`config.mk`:
```
export PLATFORM = sky130hd
export DESIGN_NAME = three_wire_rtc_serial_master
export DESIGN_NICKNAME = d
export VERILOG_FILES = /design/src/hw/rtl/twrtc_pkg.sv /design/src/hw/rtl/twrtc_seq.sv /design/src/hw/rtl/three_wire_rtc_serial_master.sv
export SDC_FILE = /design/constraint.sdc
export NUM_CORES = 1
export LEC_CHECK = 0
export BUFFER_PORTS_ARGS = -buffer_cell sky130_fd_sc_hd__buf_2
export CAP_MARGIN = 20
export CORE_MARGIN = 4
export CORE_UTILIZATION = 63
export DETAILED_ROUTE_END_ITERATION = 8
export PLACE_DENSITY_LB_ADDON = 0.08
export REMOVE_ABC_BUFFERS = 1
export SKIP_CTS_REPAIR_TIMING = 1
export SLEW_MARGIN = 20
export SYNTH_ARGS = -nofsm -noshare
export SYNTH_HDL_FRONTEND = slang
export SYNTH_SLANG_ARGS = --single-unit
```
`constraint.sdc`:
```
create_clock -name i_clk -period 6.6 [get_ports i_clk]
set_clock_uncertainty 0.05 [all_clocks]
set_input_delay 0.33 -clock i_clk [delete_from_list [all_inputs] [get_ports i_clk]]
set_output_delay 0.33 -clock i_clk [all_outputs]
set_load 0.005 [all_outputs]
```
`src/hw/rtl/twrtc_pkg.sv`:
```
// ============================================================================
// twrtc_pkg
// Shared types and constants for the three-wire RTC serial master.
// ============================================================================
`default_nettype none

package twrtc_pkg;

    // Number of bytes moved by a burst transaction.
    localparam int unsigned BURST_BYTES = 8;

    localparam logic [63:0] BURST_MASK = (64'd1 << (8 * BURST_BYTES)) - 64'd1;

    // Bit counts including the command byte
    localparam logic [6:0] SINGLE_TOTAL_BITS = 7'd16;
    localparam logic [6:0] BURST_TOTAL_BITS  = 7'(8 + 8 * BURST_BYTES);
    localparam logic [6:0] CMD_BYTE_BITS     = 7'd8;

    // Command byte codes
    localparam logic [7:0] CB_SINGLE_WR = 8'h80;
    localparam logic [7:0] CB_SINGLE_RD = 8'h81;
    localparam logic [7:0] CB_BURST_WR  = 8'hBE;
    localparam logic [7:0] CB_BURST_RD  = 8'hBF;

    typedef enum logic [1:0] {
        CMD_WR_SINGLE = 2'd0,
        CMD_RD_SINGLE = 2'd1,
        CMD_WR_BURST  = 2'd2,
        CMD_RD_BURST  = 2'd3
    } t_cmd;

    typedef struct packed {
        logic        start_req;
        logic [1:0]  command;
        logic [5:0]  reg_addr;
        logic [63:0] write_data;
        logic        io_in;
    } t_in_item;

    typedef struct packed {
        logic        chip_enable;
        logic        serial_clock;
        logic        io_out;
        logic        io_drive;
        logic        busy_res;
        logic        done_res;
        logic [63:0] read_data;
    } t_out_item;

endpackage

`default_nettype wire

```
`src/hw/rtl/twrtc_seq.sv`:
```
// ============================================================================
// twrtc_seq
// Pin sequencer: transaction state and one tick of pin levels per item.
// ============================================================================
`default_nettype none

module twrtc_seq (
    input  wire logic                i_clk,
    input  wire logic                i_rst_n,
    input  wire logic                i_en,
    input  wire twrtc_pkg::t_in_item i_item,
    output twrtc_pkg::t_out_item     o_res
);
    import twrtc_pkg::*;

    logic        r_active,       n_active;
    t_cmd        r_op_latch,     n_op_latch;
    logic [7:0]  r_command_byte, n_command_byte;
    logic [63:0] r_out_shift,    n_out_shift;
    logic [63:0] r_in_shift,     n_in_shift;
    logic [6:0]  r_bit_count,    n_bit_count;
    logic        r_half_phase,   n_half_phase;

    logic        starting;
    logic [6:0]  total_bits;
    logic [6:0]  bit_off;
    logic [5:0]  pos;
    logic        reading;
    logic [7:0]  start_cbyte;
    logic [63:0] start_oshift;

    always_comb begin
        // command byte and write data taken at a start
        unique case (t_cmd'(i_item.command))
            CMD_WR_SINGLE: start_cbyte = {1'b0, i_item.reg_addr, 1'b0} | CB_SINGLE_WR;
            CMD_RD_SINGLE: start_cbyte = {1'b0, i_item.reg_addr, 1'b0} | CB_SINGLE_RD;
            CMD_WR_BURST:  start_cbyte = CB_BURST_WR;
            CMD_RD_BURST:  start_cbyte = CB_BURST_RD;
            default:       start_cbyte = CB_BURST_RD;
        endcase
        unique case (t_cmd'(i_item.command))
            CMD_WR_SINGLE: start_oshift = {56'd0, i_item.write_data[7:0]};
            CMD_WR_BURST:  start_oshift = i_item.write_data & BURST_MASK;
            default:       start_oshift = 64'd0;
        endcase
    end

    always_comb begin
        starting = !r_active && i_item.start_req;

        // effective state after a possible start
        n_active       = r_active || starting;
        n_op_latch     = starting ? t_cmd'(i_item.command) : r_op_latch;
        n_command_byte = starting ? start_cbyte  : r_command_byte;
        n_out_shift    = starting ? start_oshift : r_out_shift;
        n_in_shift     = starting ? 64'd0        : r_in_shift;
        n_bit_count    = starting ? 7'd0         : r_bit_count;
        n_half_phase   = starting ? 1'b0         : r_half_phase;

        total_bits = (n_op_latch == CMD_WR_BURST || n_op_latch == CMD_RD_BURST)
                     ? BURST_TOTAL_BITS : SINGLE_TOTAL_BITS;
        reading    = (n_op_latch == CMD_RD_SINGLE || n_op_latch == CMD_RD_BURST);
        bit_off    = n_bit_count - CMD_BYTE_BITS;
        pos        = bit_off[5:0];

        o_res = '0;

        if (n_active) begin
            if (n_bit_count >= total_bits) begin
                // end of transaction: CE low, done pulse, read bytes out
                o_res.done_res  = 1'b1;
                o_res.read_data = n_in_shift;
                n_active        = 1'b0;
                n_bit_count     = 7'd0;
                n_half_phase    = 1'b0;
            end else begin
                o_res.chip_enable  = 1'b1;
                o_res.busy_res     = 1'b1;
                o_res.serial_clock = n_half_phase;
                if (n_bit_count < CMD_BYTE_BITS) begin
                    o_res.io_drive = 1'b1;
                    o_res.io_out   = n_command_byte[n_bit_count[2:0]];
                end else if (reading) begin
                    // sample with the clock still low
                    if (!n_half_phase) begin
                        n_in_shift[pos] = n_in_shift[pos] | i_item.io_in;
                    end
                end else begin
                    o_res.io_drive = 1'b1;
                    o_res.io_out   = n_out_shift[pos];
                end
                if (n_half_phase) begin
                    n_half_phase = 1'b0;
                    n_bit_count  = n_bit_count + 7'd1;
                end else begin
                    n_half_phase = 1'b1;
                end
            end
        end
    end

    always_ff @(posedge i_clk) begin
        if (!i_rst_n) begin
            r_active       <= 1'b0;
            r_op_latch     <= CMD_WR_SINGLE;
            r_command_byte <= 8'd0;
            r_out_shift    <= 64'd0;
            r_in_shift     <= 64'd0;
            r_bit_count    <= 7'd0;
            r_half_phase   <= 1'b0;
        end else if (i_en) begin
            r_active       <= n_active;
            r_op_latch     <= n_op_latch;
            r_command_byte <= n_command_byte;
            r_out_shift    <= n_out_shift;
            r_in_shift     <= n_in_shift;
            r_bit_count    <= n_bit_count;
            r_half_phase   <= n_half_phase;
        end
    end

    // clock-high phase only exists inside a transaction
    a_half_in_txn: assert property (@(posedge i_clk) disable iff (!i_rst_n)
        r_half_phase |-> r_active)
        else $error("half phase set while idle");

    // idle sequencer always rests at bit zero, clock low
    a_idle_clean: assert property (@(posedge i_clk) disable iff (!i_rst_n)
        !r_active |-> (r_bit_count == 7'd0 && !r_half_phase))
        else $error("idle with stale bit counter");

    // bit counter never runs past the end of the transaction
    a_count_bound: assert property (@(posedge i_clk) disable iff (!i_rst_n)
        r_active |-> (r_bit_count <= ((r_op_latch == CMD_WR_BURST ||
                                       r_op_latch == CMD_RD_BURST)
                                      ? BURST_TOTAL_BITS : SINGLE_TOTAL_BITS)))
        else $error("bit counter overran transaction");

endmodule

`default_nettype wire

```
`src/hw/rtl/three_wire_rtc_serial_master.sv`:
```
// ============================================================================
// three_wire_rtc_serial_master
// Tick-level master for a three-wire RTC serial link (CE, SCLK, IO).
// ============================================================================
// Path: an accepted tick goes through the input register, then the result
//   register, before it reaches the output port.
// Throughput: one tick per cycle while the result slot is free or draining;
//   the sequencer step is a single pass of logic between those two registers.
// Reset: i_rst_n synchronous, active low; pipeline empty, sequencer idle
//   (CE low, clock low, data pin released).
// ============================================================================
`default_nettype none

module three_wire_rtc_serial_master (
    input  wire logic                 i_clk,
    input  wire logic                 i_rst_n,
    // tick input channel
    input  wire logic                 i_in_valid,
    output logic                      o_in_ready,
    input  wire twrtc_pkg::t_in_item  i_in_item,
    // pin-level result channel
    output logic                      o_out_valid,
    input  wire logic                 i_out_ready,
    output twrtc_pkg::t_out_item      o_out_item
);
    import twrtc_pkg::*;

    // Input register: holds one accepted tick until the sequencer steps.
    logic      r_in_valid;
    t_in_item  r_in_item;

    // Result register: one tick of pin levels waiting for the consumer.
    logic      r_out_valid;
    t_out_item r_out_item;

    // Sequencer steps when a tick is held and the result slot is free or
    // draining this cycle. Sequencer state moves only on a step, so stalls
    // on either side never skip or repeat a tick.
    logic      advance;
    t_out_item seq_res;

    assign advance    = r_in_valid && (!r_out_valid || i_out_ready);
    assign o_in_ready = !r_in_valid || advance;

    twrtc_seq u_seq (
        .i_clk   (i_clk),
        .i_rst_n (i_rst_n),
        .i_en    (advance),
        .i_item  (r_in_item),
        .o_res   (seq_res)
    );

    always_ff @(posedge i_clk) begin
        if (!i_rst_n) begin
            r_in_valid <= 1'b0;
        end else if (o_in_ready) begin
            r_in_valid <= i_in_valid;
        end
    end

    // payload needs no reset
    always_ff @(posedge i_clk) begin
        if (i_in_valid && o_in_ready) begin
            r_in_item <= i_in_item;
        end
    end

    always_ff @(posedge i_clk) begin
        if (!i_rst_n) begin
            r_out_valid <= 1'b0;
        end else if (advance) begin
            r_out_valid <= 1'b1;
        end else if (i_out_ready) begin
            r_out_valid <= 1'b0;
        end
    end

    always_ff @(posedge i_clk) begin
        if (advance) begin
            r_out_item <= seq_res;
        end
    end

    assign o_out_valid = r_out_valid;
    assign o_out_item  = r_out_item;

endmodule

`default_nettype wire

```
==> impl_summary.md <==
Synth
The synthesized area per cell is ~9.9 um^2. In this run, synthesis inferred 143 flip-flops with an integrated enable. The async set or reset register ratio after synthesis is 0%. For this run, the number of Yosys warnings is 0. The share of the yosys chip area belonging to registers is ~54%. Counting every instance in the synthesized netlist gives 1,350. The most frequently used flop master after synthesis is sky130_fd_sc_hd__dfxtp_1. The number of unique standard cell types used by synthesis is 74. The post-synthesis cell area is roughly 0.013 mm^2. The number of register bits inferred by synthesis is around 290.

Die
The standard-cell row count is 53. The starting density of the core is 63.88%. The chip height is around 150 um.

The floorplan step defined a die boundary enclosing 0.02371 mm^2. The core area is approximately 0.021 mm^2. The I/O pin count is 150. In this run the horizontal extent of the chip is between 150 and 200 um.

Drt
In the routed layout, each cell is associated on average with a via count of roughly 6.7. For this block, the via count after detailed routing is roughly 12,000. The DRC violation count after routing is 0. The detailed router finished its first iteration with about 1,500 violations. Detailed routing placed a total of 18,570 um of wire on met2. The length of the first detailed-routing pass in iterations is 8. The routed wire length is roughly 40,000 um.

The top layer used by detailed routing is met5. The wire length per cell after detailed routing is 21.97 um. Wire segments on met3 add up to slightly above 4000 um in the final route.

The detailed-route wire length on metal 1 is ~15,000 um. The antenna violation net count after detailed routing is 0.

Placed design
The HPWL after detailed placement is 22,140 um. At the end of routability-driven placement, the weighted congestion stood at about 0.96. The count of input and output buffers is around 150.

Worst setup path
The sort of element at the end of the critical path is a register. The cell depth of the worst flop-to-flop path is 10. STA puts the critical path data arrival time at 5.03 ns. Along the worst path, the maximum fanout reaches 33. The worst register-to-register path begins at r_in_item[73]$_DFFE_PP_. The required arrival time at the worst endpoint is between 7 and 8 ns. The element type at the critical path start is a register. The type of the worst setup path is register to register.

For flop-to-flop paths, the worst setup slack is roughly 2.0 ns. The endpoint identified for the worst register-to-register timing path is u_seq.r_in_shift[3]$_SDFFE_PN0P_.

Run status
The checks that failed: hold timing. The flow ran to the end, but the final reports show violations.

CTS
The clock tree from TritonCTS is yes. The number of sinks on the clock net is 292. The cell at the root of the clock tree is sky130_fd_sc_hd__clkbuf_16. The maximum clock insertion buffer count is 3. CTS built an H-tree with a depth of 1.

For the worst-skew pair, the clock arrives at the later sink with an insertion delay of roughly 0.56 ns. The clock input transition at the sequential cells of the worst setup and hold paths is roughly 0.070 ns. Buffers inserted during clock tree synthesis total 29.

Worst hold path
The path class of the lowest-slack min-delay path is primary input to register. The worst hold path passes through 3 cells. The hold path endpoint is r_in_valid$_SDFFE_PN0N_.

The startpoint identified for the worst hold timing path is i_in_valid.

Pwr
Across the VDD grid, the largest voltage drop is roughly 0.27 mV. Of the total power, the share spent switching nets is between 20% and 30%. The fraction of power consumed by combinational cells is around 7.0%. The areal power density over the cells is 247.7 mW/mm^2. The analysis attributes to net switching a power of about 0.93 mW. The internal portion of total power is about 3.0 mW. Sequential cells account for roughly half of the total power. The leakage power figure is between 5 and 6 nW.

The power share of the clock group is 41.9%.

Cells and area
Leaving out fill and tap cells, the most frequent cell in the layout is sky130_fd_sc_hd__buf_2. In the layout the commonest cells are 149 x sky130_fd_sc_hd__buf_2, 148 x sky130_fd_sc_hd__dfxtp_1, 143 x sky130_fd_sc_hd__edfxtp_1, 131 x sky130_fd_sc_hd__a21oi_1, 127 x sky130_fd_sc_hd__nand2_1. The count of antenna diodes in the layout is 0. Fill cells in the final layout number approximately 1,400. The area growth from synthesis to final layout is 18.30%. The net total in the final layout is around 1,600. The post-route netlist has about 18% of its cells at a drive strength greater than 1.

Measured on the finished design, the core utilization comes to between 70% and 80%.

STA
The transition time at the pin with the least slew margin is slightly above 1 ns. The final hold violation count is 1. Setup repair after global routing left no endpoint under its margin. Static timing analysis puts the maximum clock frequency at approximately 220 MHz. The worst hold margin is -0.04649 ns. The post-route fraction of the period consumed by the critical path is 69.66%. The number of pins exceeding their max-slew limit in the final report is 0.

The total negative setup slack is 0 ns. The final setup violation count is 0. The worst slew margin relative to its limit is roughly 31%. The shortest period the worst path allows is about 4.6 ns.

GRT
The first global-routing pass estimated approximately 57,000 um of wire. Entering global routing, the biggest net connects between 90 and 100 pins. The number of global-route vias before repair came to around 11,000. The total overflow left after global routing is 0. The number of antenna violations at the first check in global routing was 1. The combined global-route utilization of all metal layers is ~29%.

Job
The number of violations of the max-capacitance limit is 0.
==> flip-flops by register name (all words and copies together), names as in the netlist <==
| register | count |
|---|---|
| u_seq.r_command_byte | 8 |
| r_in_item | 74 |
| o_out_valid | 1 |
| u_seq.r_out_shift | 64 |
| u_seq.r_op_latch | 2 |
| u_seq.r_in_shift | 64 |
| u_seq.r_half_phase | 1 |
| u_seq.r_active | 1 |
| r_in_valid | 1 |
| u_seq.r_bit_count | 7 |
| o_out_item | 69 |
==> metal layers <==
layer,vias to the layer above,GRT usage (%)
met5,-,0
met1,5624,41.35
met3,148,4.700
met2,804,45.86
li1,5381,-
met4,2,11.23
==> worst max-delay path: stages (launching register included) <==
cell and delay (ns):
sky130_fd_sc_hd__edfxtp_1 0.45, sky130_fd_sc_hd__nand2b_2 0.47, sky130_fd_sc_hd__nand2_1 0.32, sky130_fd_sc_hd__ha_1 0.45, sky130_fd_sc_hd__inv_1 0.16, sky130_fd_sc_hd__nor3_1 0.40
sky130_fd_sc_hd__o211ai_1 0.44, sky130_fd_sc_hd__o32ai_4 0.85, sky130_fd_sc_hd__buf_4 0.49, sky130_fd_sc_hd__nor3_1 0.19, sky130_fd_sc_hd__o21ai_0 0.22
==> cells in the mapped netlist (4+ instances only) <==
cell type                   instances  area [um^2]
sky130_fd_sc_hd__dfxtp_1          149         2983
sky130_fd_sc_hd__edfxtp_1         143         4294
sky130_fd_sc_hd__a21oi_1          131        655.6
sky130_fd_sc_hd__nand2_1          129        484.2
sky130_fd_sc_hd__clkbuf_1         103        386.6
sky130_fd_sc_hd__o21ai_0          103        515.5
sky130_fd_sc_hd__nand3_1           76        380.4
sky130_fd_sc_hd__and3_1            71        444.2
sky130_fd_sc_hd__nor2_1            71        266.5
sky130_fd_sc_hd__a31oi_1           43        269.0
sky130_fd_sc_hd__o211ai_1          35        262.8
sky130_fd_sc_hd__nor3_1            30        150.1
sky130_fd_sc_hd__mux4_2            20        450.4
sky130_fd_sc_hd__mux2i_1           16        160.2
sky130_fd_sc_hd__o41ai_1           15        131.4
sky130_fd_sc_hd__buf_2             14        70.07
sky130_fd_sc_hd__inv_1             13        48.80
sky130_fd_sc_hd__nor4_1            12        75.07
sky130_fd_sc_hd__nand3b_1          10        75.07
sky130_fd_sc_hd__a32oi_1            9        78.83
sky130_fd_sc_hd__buf_1              9        33.78
sky130_fd_sc_hd__nor2b_1            9        56.30
sky130_fd_sc_hd__o31ai_1            9        67.56
sky130_fd_sc_hd__mux2_2             8        90.09
sky130_fd_sc_hd__o22ai_1            8        50.05
sky130_fd_sc_hd__a211oi_1           7        52.55
sky130_fd_sc_hd__ha_1               7        87.58
sky130_fd_sc_hd__nand4_1            7        43.79
sky130_fd_sc_hd__o2111ai_1          7        61.31
sky130_fd_sc_hd__o311ai_0           7        61.31
sky130_fd_sc_hd__nand2b_1           6        37.54
sky130_fd_sc_hd__and2_1             5        31.28
sky130_fd_sc_hd__o21ai_1            5        25.02
sky130_fd_sc_hd__or3_1              5        31.28
sky130_fd_sc_hd__buf_6              4        45.04
==> worst max-delay path by stage <==
| stage | cells after the start | from | end | slack, ns |
|---|---|---|---|---|
| finish | 10 | r_in_item[73]$_DFFE_PP_ | u_seq.r_in_shift[3]$_SDFFE_PN0P_ | 2.00 |
| global route | 10 | r_in_item[73]$_DFFE_PP_ | u_seq.r_in_shift[7]$_SDFFE_PN0P_ | 1.72 |
| CTS | 13 | u_seq.r_active$_SDFFE_PN0P_ | u_seq.r_in_shift[53]$_SDFFE_PN0P_ | 2.10 |
| detailed placement | 13 | u_seq.r_active$_SDFFE_PN0P_ | u_seq.r_in_shift[53]$_SDFFE_PN0P_ | 2.12 |
| global placement | 10 | u_seq.r_active$_SDFFE_PN0P_ | o_out_item[63]$_SDFFCE_PN0P_ | 2.18 |
| floorplan | 6 | o_out_valid$_SDFFE_PN0P_ | u_seq.r_command_byte[1]$_SDFFE_PN0P_ | 0.90 |
==> final cells by class <==
| cell class | count | area, um^2 | area share, % |
|---|---|---|---|
| inverter | 14 | 53.80 | 0.3387 |
| timing repair buffer | 246 | 1667 | 10.49 |
| clock inverter | 22 | 201.4 | 1.268 |
| multi-input combinational | 912 | 5594 | 35.22 |
| clock buffer | 32 | 747.0 | 4.702 |
| tap | 275 | 344.1 | 2.166 |
| sequential | 292 | 7278 | 45.82 |
==> cell families after synthesis <==
logic type	after synthesis	share of synthesized area (%)
xor gates and xnor gates	2	0.1305
and+or+nand+nor	447	16.44
muxes	44	5.218
AOI/OAI and AO/OA	412	18.88
buffers and inverters	146	4.491
DFF	292	54.19
adders and majority gates	7	0.6522
==> through the flow <==
| step | area [um^2] | worst slack, ns | hold WS, ns | cells | power (mW) |
|---|---|---|---|---|---|
| detailed placement | 14180 | 2.118 | 0.3913 | 1664 | 2.277 |
| global route | 15890 | 1.716 | -0.01996 | 1793 | 4.060 |
| CTS | 15130 | 2.101 | -0.1256 | 1718 | 3.891 |
| global placement | 14180 | 2.178 | 0.3860 | 1664 | 2.271 |
| floorplan | 12880 | 0.9035 | 0.3773 | 1218 | 2.165 |
| finish | 15890 | 2.002 | -0.04649 | 1793 | 3.935 |
==> power by group through the flow <==
stage / Sequential, mW / Clock [mW] / Combinational (mW)
global route: 2.02 / 1.75 / 0.298
finish: 2.01 / 1.65 / 0.275
detailed placement: 2.05 / 0 / 0.232
floorplan: 2.04 / 0 / 0.124
global placement: 2.04 / 0 / 0.228
CTS: 2.01 / 1.65 / 0.233
Power figures use the tool's default switching activity.
